[src/hw/rtl/periodic_lattice_neighbour_index_unit_defines.svh]
// ----------------------------------------------------------------------------
// Assertion macros for the periodic lattice neighbour index unit
// Concurrent checks are compiled in simulation and left empty for synthesis.
// ----------------------------------------------------------------------------
`ifndef PERIODIC_LATTICE_NEIGHBOUR_INDEX_UNIT_DEFINES_SVH
`define PERIODIC_LATTICE_NEIGHBOUR_INDEX_UNIT_DEFINES_SVH

`ifndef SYNTH
// Same-cycle implication, checked on every rising edge outside reset.
`define PLNI_ASSERT_IMPL(lbl, ante, cons) \
    lbl: assert property (@(posedge clk) disable iff (!rst_n) (ante) |-> (cons)) \
        else $error("plni same-cycle check failed");
// Next-cycle implication, checked on every rising edge outside reset.
`define PLNI_ASSERT_NEXT(lbl, ante, cons) \
    lbl: assert property (@(posedge clk) disable iff (!rst_n) (ante) |=> (cons)) \
        else $error("plni next-cycle check failed");
`else
`define PLNI_ASSERT_IMPL(lbl, ante, cons)
`define PLNI_ASSERT_NEXT(lbl, ante, cons)
`endif

`endif

[src/hw/rtl/plni_pkg.sv]
// ----------------------------------------------------------------------------
// plni_pkg
// Shared widths, codes, types and helper functions of the neighbour unit.
// ----------------------------------------------------------------------------
package plni_pkg;

    localparam int MAX_EXTENT  = 64;
    localparam int CFG_W       = 7;
    localparam int SITE_W      = 18;
    localparam int ORDER_W     = 5;
    localparam int NUM_NBR     = 27;
    localparam int EXT_W       = $clog2(MAX_EXTENT + 1);
    localparam int COORD_W     = (MAX_EXTENT > 1) ? $clog2(MAX_EXTENT) : 1;
    localparam int NYZ_W       = 2 * EXT_W;
    localparam int TOTAL_W     = 3 * EXT_W;
    localparam int CMP_W       = (CFG_W > EXT_W) ? CFG_W : EXT_W;
    localparam int QUEUE_DEPTH = 2;
    localparam int REG_IDX_W   = 2;

    localparam logic [REG_IDX_W-1:0] REG_SIZE_X = 2'd0;
    localparam logic [REG_IDX_W-1:0] REG_SIZE_Y = 2'd1;
    localparam logic [REG_IDX_W-1:0] REG_SIZE_Z = 2'd2;

    localparam logic [CFG_W-1:0]   SIZE_RESET = CFG_W'(8);
    localparam logic [ORDER_W-1:0] LAST_ORDER = ORDER_W'(NUM_NBR - 1);

    // Per-axis step codes.
    localparam logic [1:0] OFS_0 = 2'd0;
    localparam logic [1:0] OFS_P = 2'd1;
    localparam logic [1:0] OFS_M = 2'd2;

    typedef struct packed {
        logic [EXT_W-1:0] nx;
        logic [EXT_W-1:0] ny;
        logic [EXT_W-1:0] nz;
    } ext_t;

    typedef struct packed {
        logic [1:0] dx;
        logic [1:0] dy;
        logic [1:0] dz;
    } ofs_t;

    typedef struct packed {
        logic               kind;
        logic [COORD_W-1:0] x;
        logic [COORD_W-1:0] y;
        logic [COORD_W-1:0] z;
    } entry_t;

    typedef struct packed {
        logic full;
        logic empty;
    } qstat_t;

    // A register value of zero acts as one, anything above the limit as the limit.
    function automatic logic [EXT_W-1:0] eff_extent(input logic [CFG_W-1:0] raw);
        logic [CMP_W-1:0] raw_w;
        logic [EXT_W-1:0] res;
        raw_w = CMP_W'(raw);
        if (raw_w == '0)
            res = EXT_W'(1);
        else if (raw_w > CMP_W'(MAX_EXTENT))
            res = EXT_W'(MAX_EXTENT);
        else
            res = EXT_W'(raw_w);
        return res;
    endfunction

    function automatic logic [COORD_W-1:0] wrap_step(
        input logic [COORD_W-1:0] c,
        input logic [1:0]         d,
        input logic [EXT_W-1:0]   n
    );
        logic [EXT_W:0]     c_inc;
        logic [EXT_W-1:0]   n_m1;
        logic [COORD_W-1:0] res;
        c_inc = (EXT_W + 1)'(c) + 1'b1;
        n_m1  = n - 1'b1;
        case (d)
            OFS_P:   res = (c_inc >= (EXT_W + 1)'(n)) ? '0 : COORD_W'(c_inc);
            OFS_M:   res = (c == '0) ? COORD_W'(n_m1) : c - 1'b1;
            default: res = c;
        endcase
        return res;
    endfunction

    // (a - b) mod n for coordinates already below n.
    function automatic logic [COORD_W-1:0] wrap_diff(
        input logic [COORD_W-1:0] a,
        input logic [COORD_W-1:0] b,
        input logic [EXT_W-1:0]   n
    );
        logic [EXT_W:0] sum;
        sum = (EXT_W + 1)'(a) + (EXT_W + 1)'(n) - (EXT_W + 1)'(b);
        return (a >= b) ? (a - b) : COORD_W'(sum);
    endfunction

    // Fixed neighbour order: self, faces, edges, then corners.
    function automatic ofs_t nbr_offset(input logic [ORDER_W-1:0] k);
        ofs_t o;
        unique case (k)
            5'd0:    o = '{OFS_0, OFS_0, OFS_0};
            5'd1:    o = '{OFS_P, OFS_0, OFS_0};
            5'd2:    o = '{OFS_M, OFS_0, OFS_0};
            5'd3:    o = '{OFS_0, OFS_P, OFS_0};
            5'd4:    o = '{OFS_0, OFS_M, OFS_0};
            5'd5:    o = '{OFS_0, OFS_0, OFS_P};
            5'd6:    o = '{OFS_0, OFS_0, OFS_M};
            5'd7:    o = '{OFS_0, OFS_P, OFS_P};
            5'd8:    o = '{OFS_0, OFS_M, OFS_P};
            5'd9:    o = '{OFS_0, OFS_M, OFS_M};
            5'd10:   o = '{OFS_0, OFS_P, OFS_M};
            5'd11:   o = '{OFS_P, OFS_0, OFS_P};
            5'd12:   o = '{OFS_M, OFS_0, OFS_P};
            5'd13:   o = '{OFS_M, OFS_0, OFS_M};
            5'd14:   o = '{OFS_P, OFS_0, OFS_M};
            5'd15:   o = '{OFS_P, OFS_P, OFS_0};
            5'd16:   o = '{OFS_M, OFS_P, OFS_0};
            5'd17:   o = '{OFS_M, OFS_M, OFS_0};
            5'd18:   o = '{OFS_P, OFS_M, OFS_0};
            5'd19:   o = '{OFS_P, OFS_P, OFS_P};
            5'd20:   o = '{OFS_M, OFS_P, OFS_P};
            5'd21:   o = '{OFS_M, OFS_M, OFS_P};
            5'd22:   o = '{OFS_P, OFS_M, OFS_P};
            5'd23:   o = '{OFS_P, OFS_P, OFS_M};
            5'd24:   o = '{OFS_M, OFS_P, OFS_M};
            5'd25:   o = '{OFS_M, OFS_M, OFS_M};
            5'd26:   o = '{OFS_P, OFS_M, OFS_M};
            default: o = '{OFS_0, OFS_0, OFS_0};
        endcase
        return o;
    endfunction

endpackage

[src/hw/rtl/plni_front.sv]
// ----------------------------------------------------------------------------
// plni_front
// Accepts requests, clamps sites and splits them into x, y, z coordinates
// with a bit-serial divider, then queues one entry per request.
// ----------------------------------------------------------------------------
module plni_front (
    input  logic                          clk,
    input  logic                          rst_n,
    input  logic                          start,
    input  logic                          kind,
    input  logic [plni_pkg::SITE_W-1:0]   site_a,
    input  logic [plni_pkg::SITE_W-1:0]   site_b,
    input  plni_pkg::ext_t                ext,
    input  logic                          full,
    output logic                          busy,
    output logic                          push,
    output plni_pkg::entry_t              push_entry
);

    localparam int COORD_W = plni_pkg::COORD_W;
    localparam int SITE_W  = plni_pkg::SITE_W;
    localparam int NYZ_W   = plni_pkg::NYZ_W;
    localparam int TOTAL_W = plni_pkg::TOTAL_W;
    localparam int CLAMP_W = (SITE_W > TOTAL_W) ? SITE_W : TOTAL_W;
    localparam int DIV_W   = (SITE_W > NYZ_W + COORD_W) ? SITE_W : NYZ_W + COORD_W;
    localparam int STEP_W  = (COORD_W > 1) ? $clog2(COORD_W) : 1;

    localparam logic [2:0] F_IDLE = 3'd0;
    localparam logic [2:0] F_PREP = 3'd1;
    localparam logic [2:0] F_LOAD = 3'd2;
    localparam logic [2:0] F_DIV  = 3'd3;
    localparam logic [2:0] F_PUSH = 3'd4;

    logic [2:0]         state_reg,  state_next;
    logic               second_reg, second_next;
    logic               phase_reg,  phase_next;
    logic [STEP_W-1:0]  step_reg,   step_next;

    logic               kind_reg,   kind_next;
    logic [SITE_W-1:0]  site_a_reg, site_a_next;
    logic [SITE_W-1:0]  site_b_reg, site_b_next;
    logic [DIV_W-1:0]   rem_reg,    rem_next;
    logic [DIV_W-1:0]   dsh_reg,    dsh_next;
    logic [COORD_W-1:0] q_reg,      q_next;
    logic [COORD_W-1:0] xq_reg,     xq_next;
    logic [COORD_W-1:0] ax_reg,     ax_next;
    logic [COORD_W-1:0] ay_reg,     ay_next;
    logic [COORD_W-1:0] az_reg,     az_next;
    logic [COORD_W-1:0] bx_reg,     bx_next;
    logic [COORD_W-1:0] by_reg,     by_next;
    logic [COORD_W-1:0] bz_reg,     bz_next;
    logic [NYZ_W-1:0]   nyz_reg,    nyz_next;
    logic [TOTAL_W-1:0] total_reg,  total_next;

    logic [SITE_W-1:0]  site_sel;
    logic [CLAMP_W-1:0] site_w;
    logic [CLAMP_W-1:0] total_w;
    logic [CLAMP_W-1:0] clamped;
    logic               fits;
    logic [DIV_W-1:0]   rem_sub;
    logic [COORD_W-1:0] q_new;

    // Lattice products follow the registers continuously; the prep state
    // gives them time to settle after a configuration write.
    assign nyz_next   = NYZ_W'(ext.ny) * NYZ_W'(ext.nz);
    assign total_next = TOTAL_W'(ext.nx) * TOTAL_W'(nyz_reg);

    assign site_sel = second_reg ? site_b_reg : site_a_reg;
    assign site_w   = CLAMP_W'(site_sel);
    assign total_w  = CLAMP_W'(total_reg);
    assign clamped  = (site_w >= total_w) ? (total_w - 1'b1) : site_w;

    assign fits    = (rem_reg >= dsh_reg);
    assign rem_sub = rem_reg - dsh_reg;
    assign q_new   = (q_reg << 1) | COORD_W'(fits);

    assign busy = (state_reg != F_IDLE);

    always_comb
    begin
        state_next  = state_reg;
        second_next = second_reg;
        phase_next  = phase_reg;
        step_next   = step_reg;
        kind_next   = kind_reg;
        site_a_next = site_a_reg;
        site_b_next = site_b_reg;
        rem_next    = rem_reg;
        dsh_next    = dsh_reg;
        q_next      = q_reg;
        xq_next     = xq_reg;
        ax_next     = ax_reg;
        ay_next     = ay_reg;
        az_next     = az_reg;
        bx_next     = bx_reg;
        by_next     = by_reg;
        bz_next     = bz_reg;
        push        = 1'b0;

        unique case (state_reg)
            F_IDLE:
            begin
                if (start)
                begin
                    kind_next   = kind;
                    site_a_next = site_a;
                    site_b_next = site_b;
                    second_next = 1'b0;
                    state_next  = F_PREP;
                end
            end
            F_PREP:
            begin
                state_next = F_LOAD;
            end
            F_LOAD:
            begin
                // Clamped site is below the lattice total, so it fits the divider.
                rem_next   = DIV_W'(clamped);
                dsh_next   = DIV_W'(nyz_reg) << (COORD_W - 1);
                q_next     = '0;
                phase_next = 1'b0;
                step_next  = STEP_W'(COORD_W - 1);
                state_next = F_DIV;
            end
            F_DIV:
            begin
                rem_next = fits ? rem_sub : rem_reg;
                dsh_next = dsh_reg >> 1;
                q_next   = q_new;
                if (step_reg == '0)
                begin
                    if (!phase_reg)
                    begin
                        // x is done; the remainder is now split by the z extent.
                        xq_next    = q_new;
                        phase_next = 1'b1;
                        step_next  = STEP_W'(COORD_W - 1);
                        dsh_next   = DIV_W'(ext.nz) << (COORD_W - 1);
                        q_next     = '0;
                    end
                    else
                    begin
                        if (!second_reg)
                        begin
                            ax_next = xq_reg;
                            ay_next = q_new;
                            az_next = COORD_W'(rem_next);
                        end
                        else
                        begin
                            bx_next = xq_reg;
                            by_next = q_new;
                            bz_next = COORD_W'(rem_next);
                        end
                        if (kind_reg && !second_reg)
                        begin
                            second_next = 1'b1;
                            state_next  = F_LOAD;
                        end
                        else
                        begin
                            state_next = F_PUSH;
                        end
                    end
                end
                else
                begin
                    step_next = step_reg - 1'b1;
                end
            end
            F_PUSH:
            begin
                if (!full)
                begin
                    push       = 1'b1;
                    state_next = F_IDLE;
                end
            end
            default:
            begin
                state_next = F_IDLE;
            end
        endcase
    end

    always_comb
    begin
        push_entry.kind = kind_reg;
        if (kind_reg)
        begin
            push_entry.x = plni_pkg::wrap_diff(ax_reg, bx_reg, ext.nx);
            push_entry.y = plni_pkg::wrap_diff(ay_reg, by_reg, ext.ny);
            push_entry.z = plni_pkg::wrap_diff(az_reg, bz_reg, ext.nz);
        end
        else
        begin
            push_entry.x = ax_reg;
            push_entry.y = ay_reg;
            push_entry.z = az_reg;
        end
    end

    always_ff @(posedge clk or negedge rst_n)
    begin
        if (!rst_n)
        begin
            state_reg  <= F_IDLE;
            second_reg <= 1'b0;
            phase_reg  <= 1'b0;
            step_reg   <= '0;
        end
        else
        begin
            state_reg  <= state_next;
            second_reg <= second_next;
            phase_reg  <= phase_next;
            step_reg   <= step_next;
        end
    end

    always_ff @(posedge clk)
    begin
        kind_reg   <= kind_next;
        site_a_reg <= site_a_next;
        site_b_reg <= site_b_next;
        rem_reg    <= rem_next;
        dsh_reg    <= dsh_next;
        q_reg      <= q_next;
        xq_reg     <= xq_next;
        ax_reg     <= ax_next;
        ay_reg     <= ay_next;
        az_reg     <= az_next;
        bx_reg     <= bx_next;
        by_reg     <= by_next;
        bz_reg     <= bz_next;
        nyz_reg    <= nyz_next;
        total_reg  <= total_next;
    end

endmodule

[src/hw/rtl/plni_queue.sv]
// ----------------------------------------------------------------------------
// plni_queue
// Short first-in first-out buffer of coordinate entries between the
// splitter and the emitter.
// ----------------------------------------------------------------------------
module plni_queue (
    input  logic              clk,
    input  logic              rst_n,
    input  logic              push,
    input  plni_pkg::entry_t  push_entry,
    input  logic              pop,
    output plni_pkg::entry_t  head,
    output plni_pkg::qstat_t  status
);

    localparam int DEPTH   = plni_pkg::QUEUE_DEPTH;
    localparam int PTR_W   = (DEPTH > 1) ? $clog2(DEPTH) : 1;
    localparam int COUNT_W = $clog2(DEPTH + 1);

    plni_pkg::entry_t  mem_reg [DEPTH];
    logic [PTR_W-1:0]   wr_ptr_reg, wr_ptr_next;
    logic [PTR_W-1:0]   rd_ptr_reg, rd_ptr_next;
    logic [COUNT_W-1:0] count_reg,  count_next;

    logic do_push;
    logic do_pop;

    assign status.full  = (count_reg == COUNT_W'(DEPTH));
    assign status.empty = (count_reg == '0);
    assign do_push      = push && !status.full;
    assign do_pop       = pop && !status.empty;
    assign head         = mem_reg[rd_ptr_reg];

    always_comb
    begin
        wr_ptr_next = wr_ptr_reg;
        rd_ptr_next = rd_ptr_reg;
        count_next  = count_reg;
        if (do_push)
            wr_ptr_next = (wr_ptr_reg == PTR_W'(DEPTH - 1)) ? '0 : wr_ptr_reg + 1'b1;
        if (do_pop)
            rd_ptr_next = (rd_ptr_reg == PTR_W'(DEPTH - 1)) ? '0 : rd_ptr_reg + 1'b1;
        if (do_push && !do_pop)
            count_next = count_reg + 1'b1;
        else if (do_pop && !do_push)
            count_next = count_reg - 1'b1;
    end

    always_ff @(posedge clk or negedge rst_n)
    begin
        if (!rst_n)
        begin
            wr_ptr_reg <= '0;
            rd_ptr_reg <= '0;
            count_reg  <= '0;
        end
        else
        begin
            wr_ptr_reg <= wr_ptr_next;
            rd_ptr_reg <= rd_ptr_next;
            count_reg  <= count_next;
        end
    end

    always_ff @(posedge clk)
    begin
        if (do_push)
            mem_reg[wr_ptr_reg] <= push_entry;
    end

endmodule

[src/hw/rtl/plni_back.sv]
// ----------------------------------------------------------------------------
// plni_back
// Walks the fixed neighbour order for each queued entry and turns wrapped
// coordinates into linear site indices in a three-stage pipeline.
// ----------------------------------------------------------------------------
module plni_back (
    input  logic                          clk,
    input  logic                          rst_n,
    input  plni_pkg::ext_t                ext,
    input  plni_pkg::entry_t              head,
    input  logic                          empty,
    output logic                          pop,
    output logic                          result_valid,
    output logic [plni_pkg::SITE_W-1:0]   result_site,
    output logic [plni_pkg::ORDER_W-1:0]  neighbour_order,
    output logic                          last
);

    localparam int COORD_W = plni_pkg::COORD_W;
    localparam int EXT_W   = plni_pkg::EXT_W;
    localparam int NYZ_W   = plni_pkg::NYZ_W;
    localparam int ORDER_W = plni_pkg::ORDER_W;
    localparam int SITE_W  = plni_pkg::SITE_W;
    localparam int PX_W    = COORD_W + NYZ_W;
    localparam int PY_W    = COORD_W + EXT_W;
    localparam int SUM_W   = PX_W + 1;

    logic [ORDER_W-1:0] k_reg, k_next;
    logic [NYZ_W-1:0]   nyz_reg;

    // Issue stage
    plni_pkg::ofs_t     ofs;
    logic [COORD_W-1:0] cx, cy, cz;
    logic [ORDER_W-1:0] ord;
    logic               lst;

    // Stage 1: wrapped coordinates
    logic               v1_reg;
    logic [COORD_W-1:0] x1_reg, y1_reg, z1_reg;
    logic [ORDER_W-1:0] ord1_reg;
    logic               last1_reg;

    // Stage 2: partial products
    logic               v2_reg;
    logic [PX_W-1:0]    px_reg;
    logic [PY_W-1:0]    py_reg;
    logic [COORD_W-1:0] z2_reg;
    logic [ORDER_W-1:0] ord2_reg;
    logic               last2_reg;

    // Output stage
    logic               valid_reg;
    logic [SITE_W-1:0]  site_reg;
    logic [ORDER_W-1:0] order_reg;
    logic               last_reg;

    logic [SUM_W-1:0]   sum;

    assign ofs = plni_pkg::nbr_offset(k_reg);

    always_comb
    begin
        if (head.kind)
        begin
            cx     = head.x;
            cy     = head.y;
            cz     = head.z;
            ord    = '0;
            lst    = 1'b1;
            k_next = k_reg;
        end
        else
        begin
            cx     = plni_pkg::wrap_step(head.x, ofs.dx, ext.nx);
            cy     = plni_pkg::wrap_step(head.y, ofs.dy, ext.ny);
            cz     = plni_pkg::wrap_step(head.z, ofs.dz, ext.nz);
            ord    = k_reg;
            lst    = (k_reg == plni_pkg::LAST_ORDER);
            k_next = empty ? k_reg : (lst ? '0 : k_reg + 1'b1);
        end
    end

    assign pop = !empty && lst;

    assign sum = SUM_W'(px_reg) + SUM_W'(py_reg) + SUM_W'(z2_reg);

    always_ff @(posedge clk or negedge rst_n)
    begin
        if (!rst_n)
        begin
            k_reg     <= '0;
            v1_reg    <= 1'b0;
            v2_reg    <= 1'b0;
            valid_reg <= 1'b0;
        end
        else
        begin
            k_reg     <= k_next;
            v1_reg    <= !empty;
            v2_reg    <= v1_reg;
            valid_reg <= v2_reg;
        end
    end

    always_ff @(posedge clk)
    begin
        nyz_reg   <= NYZ_W'(ext.ny) * NYZ_W'(ext.nz);

        x1_reg    <= cx;
        y1_reg    <= cy;
        z1_reg    <= cz;
        ord1_reg  <= ord;
        last1_reg <= lst;

        px_reg    <= PX_W'(x1_reg) * PX_W'(nyz_reg);
        py_reg    <= PY_W'(y1_reg) * PY_W'(ext.nz);
        z2_reg    <= z1_reg;
        ord2_reg  <= ord1_reg;
        last2_reg <= last1_reg;

        site_reg  <= SITE_W'(sum);
        order_reg <= ord2_reg;
        last_reg  <= last2_reg;
    end

    assign result_valid    = valid_reg;
    assign result_site     = site_reg;
    assign neighbour_order = order_reg;
    assign last            = last_reg;

endmodule

[src/hw/rtl/periodic_lattice_neighbour_index_unit.sv]
// ----------------------------------------------------------------------------
// periodic_lattice_neighbour_index_unit
// Neighbour and periodic-difference site index generator for a cubic lattice
// with wrap-around boundaries.
// ----------------------------------------------------------------------------
// Channel   Handshake            Payload
// request   start / busy         kind, site_a, site_b
// result    result_valid strobe  result_site, neighbour_order, last
// config    cfg_write            cfg_index, cfg_data
//
// The splitter divides each site serially, one quotient bit per cycle and 12
// bits per site, splitting one site for a neighbour list and two for a
// difference. A neighbour list then streams 27 results without gaps, one per
// cycle from the emitter, which takes the next queued entry once a list is done.
// Reset sets all extents to 8 and empties the queue. busy is high while the
// splitter works on a request or waits for room in the queue.
// ----------------------------------------------------------------------------
`include "periodic_lattice_neighbour_index_unit_defines.svh"

module periodic_lattice_neighbour_index_unit (
    input  logic                            clk,
    input  logic                            rst_n,
    input  logic                            start,
    output logic                            busy,
    input  logic                            kind,
    input  logic [plni_pkg::SITE_W-1:0]     site_a,
    input  logic [plni_pkg::SITE_W-1:0]     site_b,
    input  logic                            cfg_write,
    input  logic [plni_pkg::REG_IDX_W-1:0]  cfg_index,
    input  logic [plni_pkg::CFG_W-1:0]      cfg_data,
    output logic                            result_valid,
    output logic [plni_pkg::SITE_W-1:0]     result_site,
    output logic [plni_pkg::ORDER_W-1:0]    neighbour_order,
    output logic                            last
);

    logic [plni_pkg::CFG_W-1:0] size_x_reg;
    logic [plni_pkg::CFG_W-1:0] size_y_reg;
    logic [plni_pkg::CFG_W-1:0] size_z_reg;

    plni_pkg::ext_t   ext;
    plni_pkg::entry_t push_entry;
    plni_pkg::entry_t head;
    plni_pkg::qstat_t qstat;
    logic             push;
    logic             pop;

    always_ff @(posedge clk or negedge rst_n)
    begin
        if (!rst_n)
        begin
            size_x_reg <= plni_pkg::SIZE_RESET;
            size_y_reg <= plni_pkg::SIZE_RESET;
            size_z_reg <= plni_pkg::SIZE_RESET;
        end
        else if (cfg_write)
        begin
            unique case (cfg_index)
                plni_pkg::REG_SIZE_X: size_x_reg <= cfg_data;
                plni_pkg::REG_SIZE_Y: size_y_reg <= cfg_data;
                plni_pkg::REG_SIZE_Z: size_z_reg <= cfg_data;
                default:
                begin
                end
            endcase
        end
    end

    assign ext.nx = plni_pkg::eff_extent(size_x_reg);
    assign ext.ny = plni_pkg::eff_extent(size_y_reg);
    assign ext.nz = plni_pkg::eff_extent(size_z_reg);

    plni_front u_front (
        .clk        (clk),
        .rst_n      (rst_n),
        .start      (start),
        .kind       (kind),
        .site_a     (site_a),
        .site_b     (site_b),
        .ext        (ext),
        .full       (qstat.full),
        .busy       (busy),
        .push       (push),
        .push_entry (push_entry)
    );

    plni_queue u_queue (
        .clk        (clk),
        .rst_n      (rst_n),
        .push       (push),
        .push_entry (push_entry),
        .pop        (pop),
        .head       (head),
        .status     (qstat)
    );

    plni_back u_back (
        .clk             (clk),
        .rst_n           (rst_n),
        .ext             (ext),
        .head            (head),
        .empty           (qstat.empty),
        .pop             (pop),
        .result_valid    (result_valid),
        .result_site     (result_site),
        .neighbour_order (neighbour_order),
        .last            (last)
    );

    // A request transfer always occupies the splitter on the next cycle.
    `PLNI_ASSERT_NEXT(a_busy_after_start, start && !busy, busy)
    // Only self (difference) or the final neighbour may close a request.
    `PLNI_ASSERT_IMPL(a_last_order, result_valid && last, neighbour_order == '0 || neighbour_order == plni_pkg::LAST_ORDER)
    // A neighbour list streams without gaps and in order.
    `PLNI_ASSERT_NEXT(a_list_contiguous, result_valid && !last, result_valid && neighbour_order == $past(neighbour_order) + 1'b1)

endmodule

[config.mk]
export PLATFORM = sky130hd
export DESIGN_NAME = periodic_lattice_neighbour_index_unit
export DESIGN_NICKNAME = d
export VERILOG_FILES = /design/src/hw/rtl/plni_pkg.sv /design/src/hw/rtl/plni_front.sv /design/src/hw/rtl/plni_queue.sv /design/src/hw/rtl/plni_back.sv /design/src/hw/rtl/periodic_lattice_neighbour_index_unit.sv
export VERILOG_INCLUDE_DIRS = /design/src /design/src/hw/rtl
export SDC_FILE = /design/constraint.sdc
export NUM_CORES = 1
export LEC_CHECK = 0
export BUFFER_PORTS_ARGS = -buffer_cell sky130_fd_sc_hd__buf_2
export CAP_MARGIN = 20
export CORE_MARGIN = 4
export CORE_UTILIZATION = 40
export DETAILED_ROUTE_END_ITERATION = 12
export PLACE_DENSITY = 0.6
export SLEW_MARGIN = 20
export SYNTH_ARGS = -nofsm -noshare
export SYNTH_HDL_FRONTEND = slang
export SYNTH_HIERARCHICAL = 1
export SYNTH_SLANG_ARGS = --single-unit
[constraint.sdc]
create_clock -name clk -period 17.5 [get_ports clk]
set_clock_uncertainty 0.15 [all_clocks]
set_input_delay 0.875 -clock clk [delete_from_list [all_inputs] [get_ports clk]]
set_output_delay 0.875 -clock clk [all_outputs]
set_load 0.005 [all_outputs]
==> metrics.txt <==
Max stage delay on crit path=0.89 ns; Hold/Removal Path Class=in -> async; max FFs per register=38; Seq/Total Area, Yosys=31.6%; fin crit share=34.4%; R2R setup slack=11.47 ns; Starting Density=40.6%; CP Capture Type=flip-flop; 1st-pass router iterations=6; post-route ant nets=0; #FFs+latches synth=342; Synth Area in Simple Gates=14.7%; Starting DRT DRC Count=1038; layout cells sized above 1=9.19%; area occupied by multi-input gates=17000 um2; initial antenna violation count=0; fin. max-slew vios=0; Critical Path RT=17.84 ns; Compound-Gate Fraction of Synth Area=10.1%; hold buffers post-CTS=0; maximum operating frequency=166 MHz; Post-DP HPWL=48400 um; RSZ-0062 raised after global routing=no; FF+latch area=8670 um2; Residual DRC=0; Most Crowded Layer GR=met2; dpl cells=3699; fin nets=3405; crit path DAT=6.36 ns; vias in the first global route=20231; syn avg cell area=9.79 um2; CTS tree=yes; mux share of post-synthesis cell area=4.10%; core area=67600 um2; GRT overflow=0; deepest clock path buffer count=3; P&R area growth vs syn=10.2%; max cap viols=0; Max rail drop VDD=116 uV; CTS resizes=0; Main synth FF type=edfxtp_1; YS warnings=6; clock sink total=342; fin area=30300 um2; clk slew on worst S/H paths=0.06 ns; worst-path maximum fanout=23; Period minus WS final=6.03 ns; crit path buf inv count=2; Post-Synthesis Cell Area=27400 um2; Die X=270 um; Distinct cells, synth=83; Root Driver=clkbuf_16; met3 usage=2.30%; Mapped Cells=2803; DRT Wirelength=63000 um; largest family of logic cells by synthesized area=adder cells; GR Layer Usage met1=21.8%; Top Family by Delay on Critical Path=adder cells; Setup Viol. Count Final=0; largest net degree at the start of global routing=46; setup TNS=0 ns; routing usage on met2=30.3%; drt wl/cell=16.7 um; FFs w/ async S/R, synth=12.0%; Max stage delay cell, worst path=nor2b_1; fill count=6388; Power Total=5280 uW; Tightest Pin Transition=1.06 ns; IO buf count=75; Post-CTS Setup Bufs=0; Static Leak=0.0140 uW; Placement Cell Area=28800 um2; via count=19419; Die ar.=72900 um2; CP most frequent cell=fa_1; number of synthesized flops with an enable pin=161; XOR/XNOR Fraction of Synth Area=5.14%; crit path cell chain=nor2b_1 > and2_1 > fa_1 > fa_1 > fa_1 > inv_1 > fa_1 > inv_1 > ha_1 > or3_1 > o21ai_0 > o311ai_0 > a21o_1 > a21oi_1 > xnor2_1; Final Hold Fails=0; Worst-Skew Late Latency=0.56 ns; Syn Nets=3337; Clock H-tree levels=2; Die Height=270 um; Layout Utilization=44.7%; Power per Cell Area=174 nW/um2; CP Launch Type=flip-flop; worst rel slew slack=29.1%; cts bufs inserted=43; row count=95; antenna diode count=0; Final GP Congestion=0.890; Cell Count, Final, Fillers Out=3777; first-pass GRT wire length=104000 um; Total GRT Usage=17.2%; Crit Path Category=reg -> reg; Post-Synth Adder-Cell Area=27.6%; status=finished, final reports clean; vias per cell=5.14; IO Pins=76
layout by cell type, fill, tap and decap left out, drive strengths merged, types with 28 or more instances in the layout:
cell type	count
nand3	30
inv	410
clkbuf	54
nand2	196
o21ai	85
nor2b	46
edfxtp	161
and2	197
buf	96
nor2	173
nor3	45
a21oi	146
a21o	44
mux2	75
ha	282
fa	202
xor2	33
dfrtp	38
xnor2	128
mux2i	28
dfxtp	140
through the flow:
| stage | hold WS (ns) | setup WS (ns) |
|---|---|---|
| 3_3_place_gp | 0.165 | 11.51 |
| 5_1_grt | 0.179 | 11.03 |
| 3_5_place_dp | 0.162 | 11.43 |
| 2_1_floorplan | 0.160 | 11.52 |
| 4_1_cts | 0.175 | 11.38 |
| 6_report | 0.169 | 11.47 |
where the power goes:
part	switching, uW	leakage (uW)	internal, uW
Clock	362	0.000724	545
Combinational	1730	0.0100	1280
Sequential	206	0.00320	1150
Total	2300	0.0140	2980
worst paths after layout:
check | from | endpoint | cells past startpoint
worst max-delay path | size_x_reg[6] | u_front/total_reg[19] | 15
worst min-delay path | rst_n | u_back/k_reg[3] | 1
worst max register to register | size_x_reg[6] | u_front/total_reg[19] | 15
worst min register to register | u_back/ord2_reg[4] | u_back/neighbour_order[4] | 0
max in group asynchronous | rst_n | size_x_reg[0] | 1
min in group clk | u_back/ord2_reg[4] | u_back/neighbour_order[4] | 0
kinds of logic (layout without fill, tap and decap cells):
family	Yosys count	after routing
mux	103	103
flops	342	342
buf+inv	479	580
fa+ha+maj	484	484
simple gates	792	792
xor+xnor	161	161
compound gates	442	442
synthesized netlist by cell type (46+ instances only):
library cell	n	share of area (%)
inv_1	402	5.5
ha_1	282	13
fa_1	202	15
and2_1	197	4.5
nand2_1	195	2.7
nor2_1	173	2.4
edfxtp_1	161	18
a21oi_1	146	2.7
dfxtp_1	140	10
xnor2_1	128	4.1
o21ai_0	82	1.5
clkbuf_1	57	0.78
mux2_2	55	2.3
nor2b_1	46	1.0
layout make-up:
class,count,share of cell area (%)
clock buffer,54,4.04
clock inverter,24,0.794
inverter,406,5.04
multi-input combinational,1982,56.1
sequential,342,28.7
tap,873,3.61
timing repair buffer,96,1.77
per-layer routing:
metal | wire length, um | vias to the layer above | part of all wire (%)
met4 | 2020 | 0 | 3.2
met2 | 31100 | 396 | 49
met3 | 2390 | 116 | 3.8
met5 | 0 | - | 0
li1 | - | 9509 | -
met1 | 27500 | 9398 | 44
Note: power is estimated with default switching activity, not from simulation.
